### src/ifcg_pkg.sv
// ============================================================================
// ifcg_pkg: shared types and constants of the instruction fuzz generator
// Search modes, register map, controller/datapath command and status
// structs, the golden mixing constant and the targeted opcode corpus.
// ============================================================================
`default_nettype none

package ifcg_pkg;

    // Storage limit default and hard cap on the bytes of one candidate
    localparam int MAX_INSN_BYTES_DEF = 16;
    localparam int RESULT_LIMIT       = 16;

    // Configuration port
    localparam int CFG_W  = 5;
    localparam int ADDR_W = 4;
    localparam int DATA_W = 32;

    localparam logic [1:0] REG_SEARCH_MODE     = 2'd0;
    localparam logic [1:0] REG_LENGTH_SETTING  = 2'd1;
    localparam logic [1:0] REG_BUFFER_CAPACITY = 2'd2;

    localparam logic [CFG_W-1:0] LENGTH_RESET   = 5'd15;
    localparam logic [CFG_W-1:0] CAPACITY_RESET = 5'd16;

    // Mixing constant for random mode, split into the two halves
    localparam logic [31:0] GOLDEN_LO = 32'h7F4A7C15;
    localparam logic [31:0] GOLDEN_HI = 32'h9E3779B9;

    localparam logic [7:0] PAD_BYTE = 8'h90;
    localparam logic [7:0] ALL_ONES = 8'hFF;

    typedef enum logic [1:0] {
        MODE_RANDOM   = 2'd0,
        MODE_BRUTE    = 2'd1,
        MODE_TARGETED = 2'd2,
        MODE_TUNNEL   = 2'd3
    } t_mode;

    // Commands from the controller to the datapath
    typedef struct packed {
        logic load;      // capture the input beat
        logic setup;     // tunnel init / pointer set-up
        logic mul_step;  // one step of the index mixing product
        logic walk;      // one step of the tunnel carry walk
        logic emit;      // load the next candidate byte into the output reg
        logic exhaust;   // load the exhausted marker into the output reg
    } t_cmd;

    // Status from the datapath to the controller
    typedef struct packed {
        t_mode mode;     // mode captured with the request
        logic  fresh;    // tunnel vector restarts on this request
        logic  mul_done; // final accumulate of the mixing product
        logic  walk_ff;  // byte under the carry pointer is 0xFF
        logic  ptr_zero; // carry pointer sits on byte 0
        logic  last;     // byte under the pointer is the final one
        logic  out_free; // output register can take a beat
    } t_status;

    // Eight-entry, three-byte opcode corpus for targeted mode
    function automatic logic [7:0] target_byte(input logic [2:0] entry,
                                               input logic [1:0] pos);
        logic [23:0] row;
        case (entry)
            3'd0:    row = 24'hD6_90_90;
            3'd1:    row = 24'hF1_90_90;
            3'd2:    row = 24'h82_C0_00;
            3'd3:    row = 24'h0F_04_90;
            3'd4:    row = 24'h0F_0A_90;
            3'd5:    row = 24'h0F_24_C0;
            3'd6:    row = 24'h0F_26_C0;
            default: row = 24'h0F_39_90;
        endcase
        case (pos)
            2'd0:    target_byte = row[23:16];
            2'd1:    target_byte = row[15:8];
            default: target_byte = row[7:0];
        endcase
    endfunction

endpackage

`default_nettype wire

### src/ifcg_cfg.sv
// ============================================================================
// ifcg_cfg: configuration registers
// APB-style register file holding the search mode, the requested length and
// the buffer capacity, plus the clamped candidate length derived from them.
// ============================================================================
`default_nettype none

module ifcg_cfg
    import ifcg_pkg::*;
#(
    parameter int LEN_LIMIT = RESULT_LIMIT,
    localparam int LW = $clog2(LEN_LIMIT + 1)
) (
    input  wire logic              i_clk,
    input  wire logic              i_rst_n,
    input  wire logic              psel,
    input  wire logic              penable,
    input  wire logic              pwrite,
    input  wire logic [ADDR_W-1:0] paddr,
    input  wire logic [DATA_W-1:0] pwdata,
    output logic      [DATA_W-1:0] prdata,
    output logic                   pready,
    output t_mode                  o_mode,
    output logic      [LW-1:0]     o_len
);

    localparam logic [CFG_W-1:0] LIM = CFG_W'(LEN_LIMIT);

    t_mode            r_mode;
    logic [CFG_W-1:0] r_length;
    logic [CFG_W-1:0] r_capacity;
    logic [1:0]       reg_idx;
    logic             wr_en;
    logic [CFG_W-1:0] len_c;
    logic [CFG_W-1:0] cap_c;
    logic [CFG_W-1:0] n_len;

    assign pready  = 1'b1;
    assign reg_idx = paddr[3:2];
    assign wr_en   = psel && penable && pwrite;

    // Register writes
    always_ff @(posedge i_clk) begin
        if (!i_rst_n) begin
            r_mode     <= MODE_TUNNEL;
            r_length   <= LENGTH_RESET;
            r_capacity <= CAPACITY_RESET;
        end else if (wr_en) begin
            case (reg_idx)
                REG_SEARCH_MODE:     r_mode     <= t_mode'(pwdata[1:0]);
                REG_LENGTH_SETTING:  r_length   <= pwdata[CFG_W-1:0];
                REG_BUFFER_CAPACITY: r_capacity <= pwdata[CFG_W-1:0];
                default: ;
            endcase
        end
    end

    // Read-back
    always_comb begin
        case (reg_idx)
            REG_SEARCH_MODE:     prdata = {{(DATA_W-2){1'b0}}, r_mode};
            REG_LENGTH_SETTING:  prdata = {{(DATA_W-CFG_W){1'b0}}, r_length};
            REG_BUFFER_CAPACITY: prdata = {{(DATA_W-CFG_W){1'b0}}, r_capacity};
            default:             prdata = '0;
        endcase
    end

    // Candidate length: both settings held to 1..LEN_LIMIT, smaller one wins
    always_comb begin
        len_c = (r_length == '0) ? CFG_W'(1) : r_length;
        if (len_c > LIM) len_c = LIM;
        cap_c = (r_capacity == '0) ? CFG_W'(1) : r_capacity;
        if (cap_c > LIM) cap_c = LIM;
        n_len = (len_c < cap_c) ? len_c : cap_c;
    end

    assign o_mode = r_mode;
    assign o_len  = LW'(n_len);

endmodule

`default_nettype wire

### src/ifcg_ctrl.sv
// ============================================================================
// ifcg_ctrl: request sequencer
// One-hot state machine stepping each request through set-up, the mixing
// product or the tunnel carry walk, and the serial byte emission.
// ============================================================================
`default_nettype none

module ifcg_ctrl
    import ifcg_pkg::*;
(
    input  wire logic    i_clk,
    input  wire logic    i_rst_n,
    input  wire logic    i_in_valid,
    output logic         o_in_ready,
    input  t_status      i_status,
    output t_cmd         o_cmd
);

    typedef enum logic [5:0] {
        S_IDLE    = 6'b000001,
        S_SETUP   = 6'b000010,
        S_MUL     = 6'b000100,
        S_WALK    = 6'b001000,
        S_EMIT    = 6'b010000,
        S_EXHAUST = 6'b100000
    } t_state;

    t_state r_state;
    t_state n_state;

    always_ff @(posedge i_clk) begin
        if (!i_rst_n) r_state <= S_IDLE;
        else          r_state <= n_state;
    end

    assign o_in_ready = (r_state == S_IDLE);

    // Next state and commands
    always_comb begin
        n_state = r_state;
        o_cmd   = '0;
        case (r_state)
            S_IDLE: begin
                if (i_in_valid) begin
                    o_cmd.load = 1'b1;
                    n_state    = S_SETUP;
                end
            end
            S_SETUP: begin
                o_cmd.setup = 1'b1;
                if (i_status.mode == MODE_RANDOM)
                    n_state = S_MUL;
                else if (i_status.mode == MODE_TUNNEL && !i_status.fresh)
                    n_state = S_WALK;
                else
                    n_state = S_EMIT;
            end
            S_MUL: begin
                o_cmd.mul_step = 1'b1;
                if (i_status.mul_done) n_state = S_EMIT;
            end
            S_WALK: begin
                o_cmd.walk = 1'b1;
                if (!i_status.walk_ff)     n_state = S_EMIT;
                else if (i_status.ptr_zero) n_state = S_EXHAUST;
            end
            S_EMIT: begin
                if (i_status.out_free) begin
                    o_cmd.emit = 1'b1;
                    if (i_status.last) n_state = S_IDLE;
                end
            end
            S_EXHAUST: begin
                if (i_status.out_free) begin
                    o_cmd.exhaust = 1'b1;
                    n_state       = S_IDLE;
                end
            end
            default: n_state = S_IDLE;
        endcase
    end

endmodule

`default_nettype wire

### src/ifcg_dp.sv
// ============================================================================
// ifcg_dp: candidate datapath
// Request capture, shared 32x32 multiplier for the index mix, tunnel byte
// vector with its carry pointer, byte selection and the output register.
// ============================================================================
`default_nettype none

module ifcg_dp
    import ifcg_pkg::*;
#(
    parameter int LEN_LIMIT = RESULT_LIMIT,
    localparam int LW = $clog2(LEN_LIMIT + 1),
    localparam int IW = $clog2(LEN_LIMIT)
) (
    input  wire logic          i_clk,
    input  wire logic          i_rst_n,
    input  t_cmd               i_cmd,
    output t_status            o_status,
    input  t_mode              i_mode,
    input  wire logic [LW-1:0] i_len,
    input  wire logic [63:0]   i_candidate_index,
    input  wire logic [4:0]    i_executed_length,
    input  wire logic [63:0]   i_random_word_low,
    input  wire logic [63:0]   i_random_word_high,
    output logic               o_out_valid,
    input  wire logic          i_out_ready,
    output logic [7:0]         o_candidate_byte,
    output logic               o_final_byte,
    output logic               o_space_exhausted
);

    // Captured request
    logic [63:0]   r_idx;
    logic [4:0]    r_fb;
    logic [63:0]   r_rwl;
    logic [63:0]   r_rwh;
    t_mode         r_mode;
    logic [LW-1:0] r_len;

    // Mixing product
    logic [1:0]    r_mstep;
    logic [63:0]   r_prod;
    logic [63:0]   r_mix;
    logic [31:0]   a_op;
    logic [31:0]   b_op;
    logic [63:0]   prod;

    // Tunnel state and shared byte pointer
    logic [7:0]    r_wb [LEN_LIMIT];
    logic          r_started;
    logic [IW-1:0] r_ptr;
    logic [IW-1:0] start_pos;
    logic [7:0]    rd_byte;
    logic          fresh;

    // Byte selection
    logic          ptr_hi;
    logic [63:0]   rnd_word;
    logic [7:0]    n_byte;

    // Output register
    logic          r_out_valid;
    logic [7:0]    r_out_byte;
    logic          r_out_final;
    logic          r_out_ex;
    logic          out_free;
    logic          last;

    // Request capture
    always_ff @(posedge i_clk) begin
        if (i_cmd.load) begin
            r_idx  <= i_candidate_index;
            r_fb   <= i_executed_length;
            r_rwl  <= i_random_word_low;
            r_rwh  <= i_random_word_high;
            r_mode <= i_mode;
            r_len  <= i_len;
        end
    end

    // Index mix, low 64 bits of idx * golden: lo*lo, then the two cross
    // terms folded into the upper half; one product per cycle
    assign a_op = (r_mstep == 2'd1) ? r_idx[63:32] : r_idx[31:0];
    assign b_op = (r_mstep == 2'd2) ? GOLDEN_HI : GOLDEN_LO;
    assign prod = a_op * b_op;

    always_ff @(posedge i_clk) begin
        if (!i_rst_n) begin
            r_mstep <= '0;
        end else if (i_cmd.load) begin
            r_mstep <= '0;
        end else if (i_cmd.mul_step) begin
            r_mstep <= r_mstep + 2'd1;
        end
    end

    always_ff @(posedge i_clk) begin
        if (i_cmd.mul_step) begin
            r_prod <= prod;
            case (r_mstep)
                2'd0:    ;
                2'd1:    r_mix <= r_prod;
                default: r_mix[63:32] <= r_mix[63:32] + r_prod[31:0];
            endcase
        end
    end

    // Tunnel carry start: executed length minus one, or the last byte
    assign fresh = !r_started || (r_idx == '0);
    assign start_pos = ((r_fb == '0) || (r_fb > 5'(r_len)))
                     ? IW'(r_len - LW'(1)) : IW'(r_fb - 5'd1);
    assign rd_byte = r_wb[r_ptr];

    // Tunnel vector: clear on restart, odometer step during the walk
    always_ff @(posedge i_clk) begin
        if (!i_rst_n) begin
            r_started <= 1'b0;
            for (int j = 0; j < LEN_LIMIT; j++) r_wb[j] <= '0;
        end else if (i_cmd.setup && r_mode == MODE_TUNNEL && fresh) begin
            r_started <= 1'b1;
            for (int j = 0; j < LEN_LIMIT; j++) r_wb[j] <= '0;
        end else if (i_cmd.walk) begin
            if (rd_byte == ALL_ONES) begin
                r_wb[r_ptr] <= '0;
            end else begin
                for (int j = 0; j < LEN_LIMIT; j++) begin
                    if (IW'(j) > r_ptr && LW'(j) < r_len) r_wb[j] <= '0;
                end
                r_wb[r_ptr] <= rd_byte + 8'd1;
            end
        end
    end

    // Pointer: carry position during the walk, byte index during emission
    always_ff @(posedge i_clk) begin
        if (i_cmd.setup) begin
            if (r_mode == MODE_TUNNEL && !fresh) r_ptr <= start_pos;
            else                                 r_ptr <= '0;
        end else if (i_cmd.walk) begin
            if (rd_byte != ALL_ONES) r_ptr <= '0;
            else if (r_ptr != '0)    r_ptr <= r_ptr - IW'(1);
        end else if (i_cmd.emit) begin
            r_ptr <= r_ptr + IW'(1);
        end
    end

    // Byte for the current pointer
    assign ptr_hi   = (LW'(r_ptr) >= LW'(8));
    assign rnd_word = (ptr_hi ? r_rwh : r_rwl) ^ r_mix;
    assign last     = ((LW'(r_ptr) + LW'(1)) == r_len);

    always_comb begin
        case (r_mode)
            MODE_RANDOM:   n_byte = rnd_word[{r_ptr[2:0], 3'b000} +: 8];
            MODE_BRUTE:    n_byte = ptr_hi ? 8'h00 : r_idx[{r_ptr[2:0], 3'b000} +: 8];
            MODE_TARGETED: n_byte = (LW'(r_ptr) < LW'(3))
                                  ? target_byte(r_idx[2:0], r_ptr[1:0]) : PAD_BYTE;
            default:       n_byte = rd_byte;
        endcase
    end

    // Output register
    assign out_free = !r_out_valid || i_out_ready;

    always_ff @(posedge i_clk) begin
        if (!i_rst_n) begin
            r_out_valid <= 1'b0;
        end else if (i_cmd.emit || i_cmd.exhaust) begin
            r_out_valid <= 1'b1;
        end else if (i_out_ready) begin
            r_out_valid <= 1'b0;
        end
    end

    always_ff @(posedge i_clk) begin
        if (i_cmd.emit) begin
            r_out_byte  <= n_byte;
            r_out_final <= last;
            r_out_ex    <= 1'b0;
        end else if (i_cmd.exhaust) begin
            r_out_byte  <= '0;
            r_out_final <= 1'b1;
            r_out_ex    <= 1'b1;
        end
    end

    assign o_out_valid       = r_out_valid;
    assign o_candidate_byte  = r_out_byte;
    assign o_final_byte      = r_out_final;
    assign o_space_exhausted = r_out_ex;

    always_comb begin
        o_status          = '0;
        o_status.mode     = r_mode;
        o_status.fresh    = fresh;
        o_status.mul_done = (r_mstep == 2'd3);
        o_status.walk_ff  = (rd_byte == ALL_ONES);
        o_status.ptr_zero = (r_ptr == '0);
        o_status.last     = last;
        o_status.out_free = out_free;
    end

    // A held beat is never overwritten
    a_no_overwrite: assert property (@(posedge i_clk) disable iff (!i_rst_n)
        (r_out_valid && !i_out_ready) |-> !(i_cmd.emit || i_cmd.exhaust))
        else $error("output beat overwritten while stalled");

    // Once started, the tunnel vector stays started
    a_started_sticky: assert property (@(posedge i_clk) disable iff (!i_rst_n)
        r_started |=> r_started)
        else $error("tunnel started flag dropped");

    // An increment ends the walk and rewinds the pointer for emission
    a_walk_rewind: assert property (@(posedge i_clk) disable iff (!i_rst_n)
        (i_cmd.walk && rd_byte != ALL_ONES) |=> (r_ptr == '0))
        else $error("pointer not rewound after tunnel increment");

    // Exhaustion only arises from a tunnel walk off byte 0
    a_exhaust_tunnel: assert property (@(posedge i_clk) disable iff (!i_rst_n)
        i_cmd.exhaust |-> (r_mode == MODE_TUNNEL && r_ptr == '0 && r_wb[0] == '0))
        else $error("exhausted marker outside a tunnel carry-out");

endmodule

`default_nettype wire

### src/instruction_fuzz_candidate_generator.sv
// Each request beat produces n candidate bytes, one output beat per byte with
// the final one flagged; n is length_setting (0 read as 1) held to the buffer
// capacity and to the storage limit. In random mode the 64-bit index mix is
// built in four steps on a single 32x32 multiplier; in tunnel mode, unless the
// vector restarts, the carry walks w stored bytes (1 to n) one per cycle, and
// an exhausted tunnel space returns one flagged beat. Output stalls hold the
// byte emission. The next request is taken once the previous one has handed
// its last byte to the output register.
// ============================================================================
// instruction_fuzz_candidate_generator: top level
// Configuration registers, request sequencer and candidate datapath.
// ============================================================================
`default_nettype none

module instruction_fuzz_candidate_generator
    import ifcg_pkg::*;
#(
    parameter int MAX_INSN_BYTES = MAX_INSN_BYTES_DEF
) (
    input  wire logic              i_clk,
    input  wire logic              i_rst_n,
    // request channel
    input  wire logic              i_in_valid,
    output logic                   o_in_ready,
    input  wire logic [63:0]       i_candidate_index,
    input  wire logic [4:0]        i_executed_length,
    input  wire logic [63:0]       i_random_word_low,
    input  wire logic [63:0]       i_random_word_high,
    // result channel
    output logic                   o_out_valid,
    input  wire logic              i_out_ready,
    output logic [7:0]             o_candidate_byte,
    output logic                   o_final_byte,
    output logic                   o_space_exhausted,
    // configuration port
    input  wire logic              psel,
    input  wire logic              penable,
    input  wire logic              pwrite,
    input  wire logic [ADDR_W-1:0] paddr,
    input  wire logic [DATA_W-1:0] pwdata,
    output logic      [DATA_W-1:0] prdata,
    output logic                   pready
);

    localparam int LEN_LIMIT = (MAX_INSN_BYTES < RESULT_LIMIT)
                             ? MAX_INSN_BYTES : RESULT_LIMIT;
    localparam int LW = $clog2(LEN_LIMIT + 1);

    t_mode         cfg_mode;
    logic [LW-1:0] cfg_len;
    t_cmd          cmd;
    t_status       status;

    ifcg_cfg #(
        .LEN_LIMIT (LEN_LIMIT)
    ) u_cfg (
        .i_clk   (i_clk),
        .i_rst_n (i_rst_n),
        .psel    (psel),
        .penable (penable),
        .pwrite  (pwrite),
        .paddr   (paddr),
        .pwdata  (pwdata),
        .prdata  (prdata),
        .pready  (pready),
        .o_mode  (cfg_mode),
        .o_len   (cfg_len)
    );

    ifcg_ctrl u_ctrl (
        .i_clk      (i_clk),
        .i_rst_n    (i_rst_n),
        .i_in_valid (i_in_valid),
        .o_in_ready (o_in_ready),
        .i_status   (status),
        .o_cmd      (cmd)
    );

    ifcg_dp #(
        .LEN_LIMIT (LEN_LIMIT)
    ) u_dp (
        .i_clk              (i_clk),
        .i_rst_n            (i_rst_n),
        .i_cmd              (cmd),
        .o_status           (status),
        .i_mode             (cfg_mode),
        .i_len              (cfg_len),
        .i_candidate_index  (i_candidate_index),
        .i_executed_length  (i_executed_length),
        .i_random_word_low  (i_random_word_low),
        .i_random_word_high (i_random_word_high),
        .o_out_valid        (o_out_valid),
        .i_out_ready        (i_out_ready),
        .o_candidate_byte   (o_candidate_byte),
        .o_final_byte       (o_final_byte),
        .o_space_exhausted  (o_space_exhausted)
    );

endmodule

`default_nettype wire

### config.mk
export PLATFORM = sky130hd
export DESIGN_NAME = instruction_fuzz_candidate_generator
export DESIGN_NICKNAME = d
export VERILOG_FILES = /design/src/ifcg_pkg.sv /design/src/ifcg_cfg.sv /design/src/ifcg_ctrl.sv /design/src/ifcg_dp.sv /design/src/instruction_fuzz_candidate_generator.sv
export SDC_FILE = /design/constraint.sdc
export NUM_CORES = 2
export LEC_CHECK = 0
export ABC_AREA = 1
export BUFFER_PORTS_ARGS = -buffer_cell sky130_fd_sc_hd__buf_2
export CORE_AREA = 2 2 325 456
export DETAILED_ROUTE_END_ITERATION = 7
export DIE_AREA = 0 0 327 458
export GPL_ROUTABILITY_DRIVEN = 0
export SYNTH_ARGS = -nofsm -noshare
export SYNTH_HDL_FRONTEND = slang
export SYNTH_SLANG_ARGS = --single-unit
### constraint.sdc
create_clock -name i_clk -period 29.2 [get_ports i_clk]
set_input_delay 2.92 -clock i_clk [delete_from_list [all_inputs] [get_ports i_clk]]
set_output_delay 2.92 -clock i_clk [all_outputs]
set_load 0.01 [all_outputs]
==> reports/metrics.yaml <==
yosys:
  async_reset_ff_share_pct: 0
  synth_area_leaders: "edfxtp_1, fa_1, ha_1"
  synth_top_family_by_area: "adder cells"
  yosys_most_used_dff: "edfxtp_1"
  synth.avg_cell_area_um2: 8.90
  synthSimpleGateAreaFrac_pct: 15.1
  syn-cell-area_um2: 50800
  synthCells: 5708
  synth_top_area_share_pct: 28.0
  synth_xor_xnor_area_share_pct: 2.05
  synth_fa_ha_area_share_pct: 34.6
  ys_warn_count: 0
  synth_most_common_cell: "inv_1"
  synthTopCellsByCount: "inv_1, nand2_1, fa_1"
  yosysSeqAreaShare_pct: 29.0
  synth.distinct_cells: 55
  synth_compound_area_share_pct: 7.75
  muxShareOfSynthArea_pct: 0.315
  yosys.area.top_type: "edfxtp_1"
  synth_edf_count: 473
  synth.ff_latch_count: 500
clocking:
  ctsHoldBuffers: 0
  cts_buffers: 52
  cts_tree: "done"
  cts-root-buf: "clkbuf_16"
  clkSlewWorstSetupHoldPaths_ns: 0.06
  clockBufferDepth: 3
  post_cts_buffers: 0
  clock_insertion_delay_worst_skew_ns: 0.71
  numClockSinks: 500
  cts_resized: 0
  h-tree-depth: 2
grt:
  grt_usage_pct: 22.6
  antenna_found_initial: 4
  grt_pass1_vias: 40700
  grt_pass1_wl_um: 251000
  grt_max_degree: 82
  overflow: 0
critical_path:
  path_delay_family: "adder cells"
  rr_worst_depth: 28
  critical_path.max_fanout: 60
  critical_path_class: "flop to flop"
  cp-startpoint: "u_dp.r_mstep[1]"
  crit_path_start_kind: "flop"
  cp_slowest_cell: "buf_4"
  arrival_ns: 10.49
  cp.required_ns: 29.62
  r2r_end: "u_dp.r_prod[57]"
  max_stage_delay_ns: 0.63
  end_kind: "flop"
  r2r_setup_slack_ns: 19.13
  cp_num_buf_inv: 8
  worstReg2RegStart: "u_dp.r_mstep[1]"
  cpMostUsedCell: "fa_1"
timing:
  fin_crit_ns: 10.07
  rsz0062_at_grt: "false"
  fmax_mhz: 99.3
  final_min_period_over_clock_period_pct: 34.5
  finalSetupTns_ns: 0
  drv_slew: 0
  worst_slew_pin_slew_ns: 1.15
  hold_viol_final: 0
  setup-violations-final: 0
  clock_skew_ns: 0.0715
  max_slew_margin_pct: 23.4
hold_path:
  hold_depth: 2
  whs_endpoint: "u_dp.o_space_exhausted"
  hold_path_class: "flop to flop"
  hold_start: "u_dp.o_space_exhausted"
die:
  dieArea_um2: 150000
  initial_utilization_pct: 34.9
  dieHeight_um: 458
  die_w_um: 327
  core_area_um2: 146000
  ios: 285
  row_count: 166
final_layout:
  syn2layout_area_growth_pct: 9.69
  drive_above_1_share_pct: 7.26
  layout.nets: 7214
  antennaDiodeCount: 0
drt:
  wirelength_um: 171000
  firstDrtPassIters: 6
  met1_length_um: 63500
  num_vias: 40000
  antenna_left: 0
  wl_per_cell_um: 21.7
  drc: 0
  met3_length_um: 12600
  viasPerCell: 5.08
  drt_iter0_markers: 3173
  dr_wl_met2_um: 81900
  top_layer: "met5"
place:
  dp.final_hpwl_um: 142000
  port_buffers: 227
run:
  maxCapViolCount: 0
outcome:
  status: "complete, no violations"
==> state kept, by name (all words and copies together), names as in the netlist, 5 cells and up, named ones only <==
name	flops
u_dp.r_prod	64
u_dp.r_rwl	64
u_cfg.r_capacity	5
u_dp.r_fb	5
u_dp.r_idx	64
u_ctrl.r_state	6
u_dp.r_wb	128
u_dp.r_mix	64
u_dp.r_rwh	64
u_dp.r_len	5
u_dp.o_candidate_byte	8
u_cfg.r_length	5
==> how the worst max path moves through the flow <==
| stage | endpoint | slack (ns) | cells after the start |
|---|---|---|---|
| final | u_dp.r_prod[57] | 19.13 | 28 |
| after global routing | u_dp.r_prod[40] | 18.83 | 37 |
| after CTS | u_dp.r_prod[51] | 19.32 | 28 |
| after detailed placement | u_dp.r_prod[51] | 19.31 | 28 |
| after global placement | u_dp.r_prod[51] | 19.39 | 28 |
| after floorplan | u_dp.r_fb[0] | 17.01 | 2 |
==> cell type report <==
class / instances / area (um2)
fillers: 14600 / 89900
clock inverters: 30 / 244
inverters: 1290 / 4840
flip-flops and latches: 500 / 14700
repair buffers: 271 / 1470
well taps: 1932 / 2420
clock buffers: 62 / 1380
multi-input cells: 3801 / 30600
==> kinds of logic after synthesis <==
group	Yosys count
compound gates	698
buf+inv	1456
xor+xnor	119
fa+ha+maj	1058
other cells	2
simple gates	1859
mux	16
flops	500
==> metal layers <==
metal / track usage, % / up-vias
met4: 14.7 / 2
met3: 4.05 / 487
met1: 26.1 / 19400
met5: 0 / -
met2: 38.3 / 1750
li1: - / 18400
==> worst register-to-register path, delay by kind of cell (launching register included) <==
family                   cells  cell delay, ns
flip-flops                   1            0.35
AO/OA/AOI/OAI                7            1.85
buffers and inverters        8            2.41
AND/OR/NAND/NOR              2            0.56
XOR/XNOR                     1            0.09
adder cells (fa/ha/maj)     10            4.62
==> metrics by stage <==
step	setup slack (ns)	std cells	cell area, um2	utilization, %	hold slack (ns)
after floorplan	17.01	5757	51000	-	0.431
final	19.13	7886	55700	38.3	0.470
after detailed placement	19.31	7794	54100	37.1	0.460
after CTS	19.32	7886	55700	38.3	0.469
after global routing	18.83	7886	55700	38.3	0.483
after global placement	19.39	7794	54100	37.1	0.454
==> cell usage in the layout, fill, tap and decap left out, drive strengths merged, types with 44 or more instances in the layout <==
cell type and instances:
fa 580, nand2 953, inv 1283, nor2 529, conb 51, edfxtp 473
nor3 71, clkbuf 62, ha 478, o21ai 272, o211ai 44, nand3 212
a21oi 243, xor2 97, buf 271
Power is left out: the tool's default activity adds up to more than one toggle a clock period on the data nets, which glitch-free logic cannot reach.
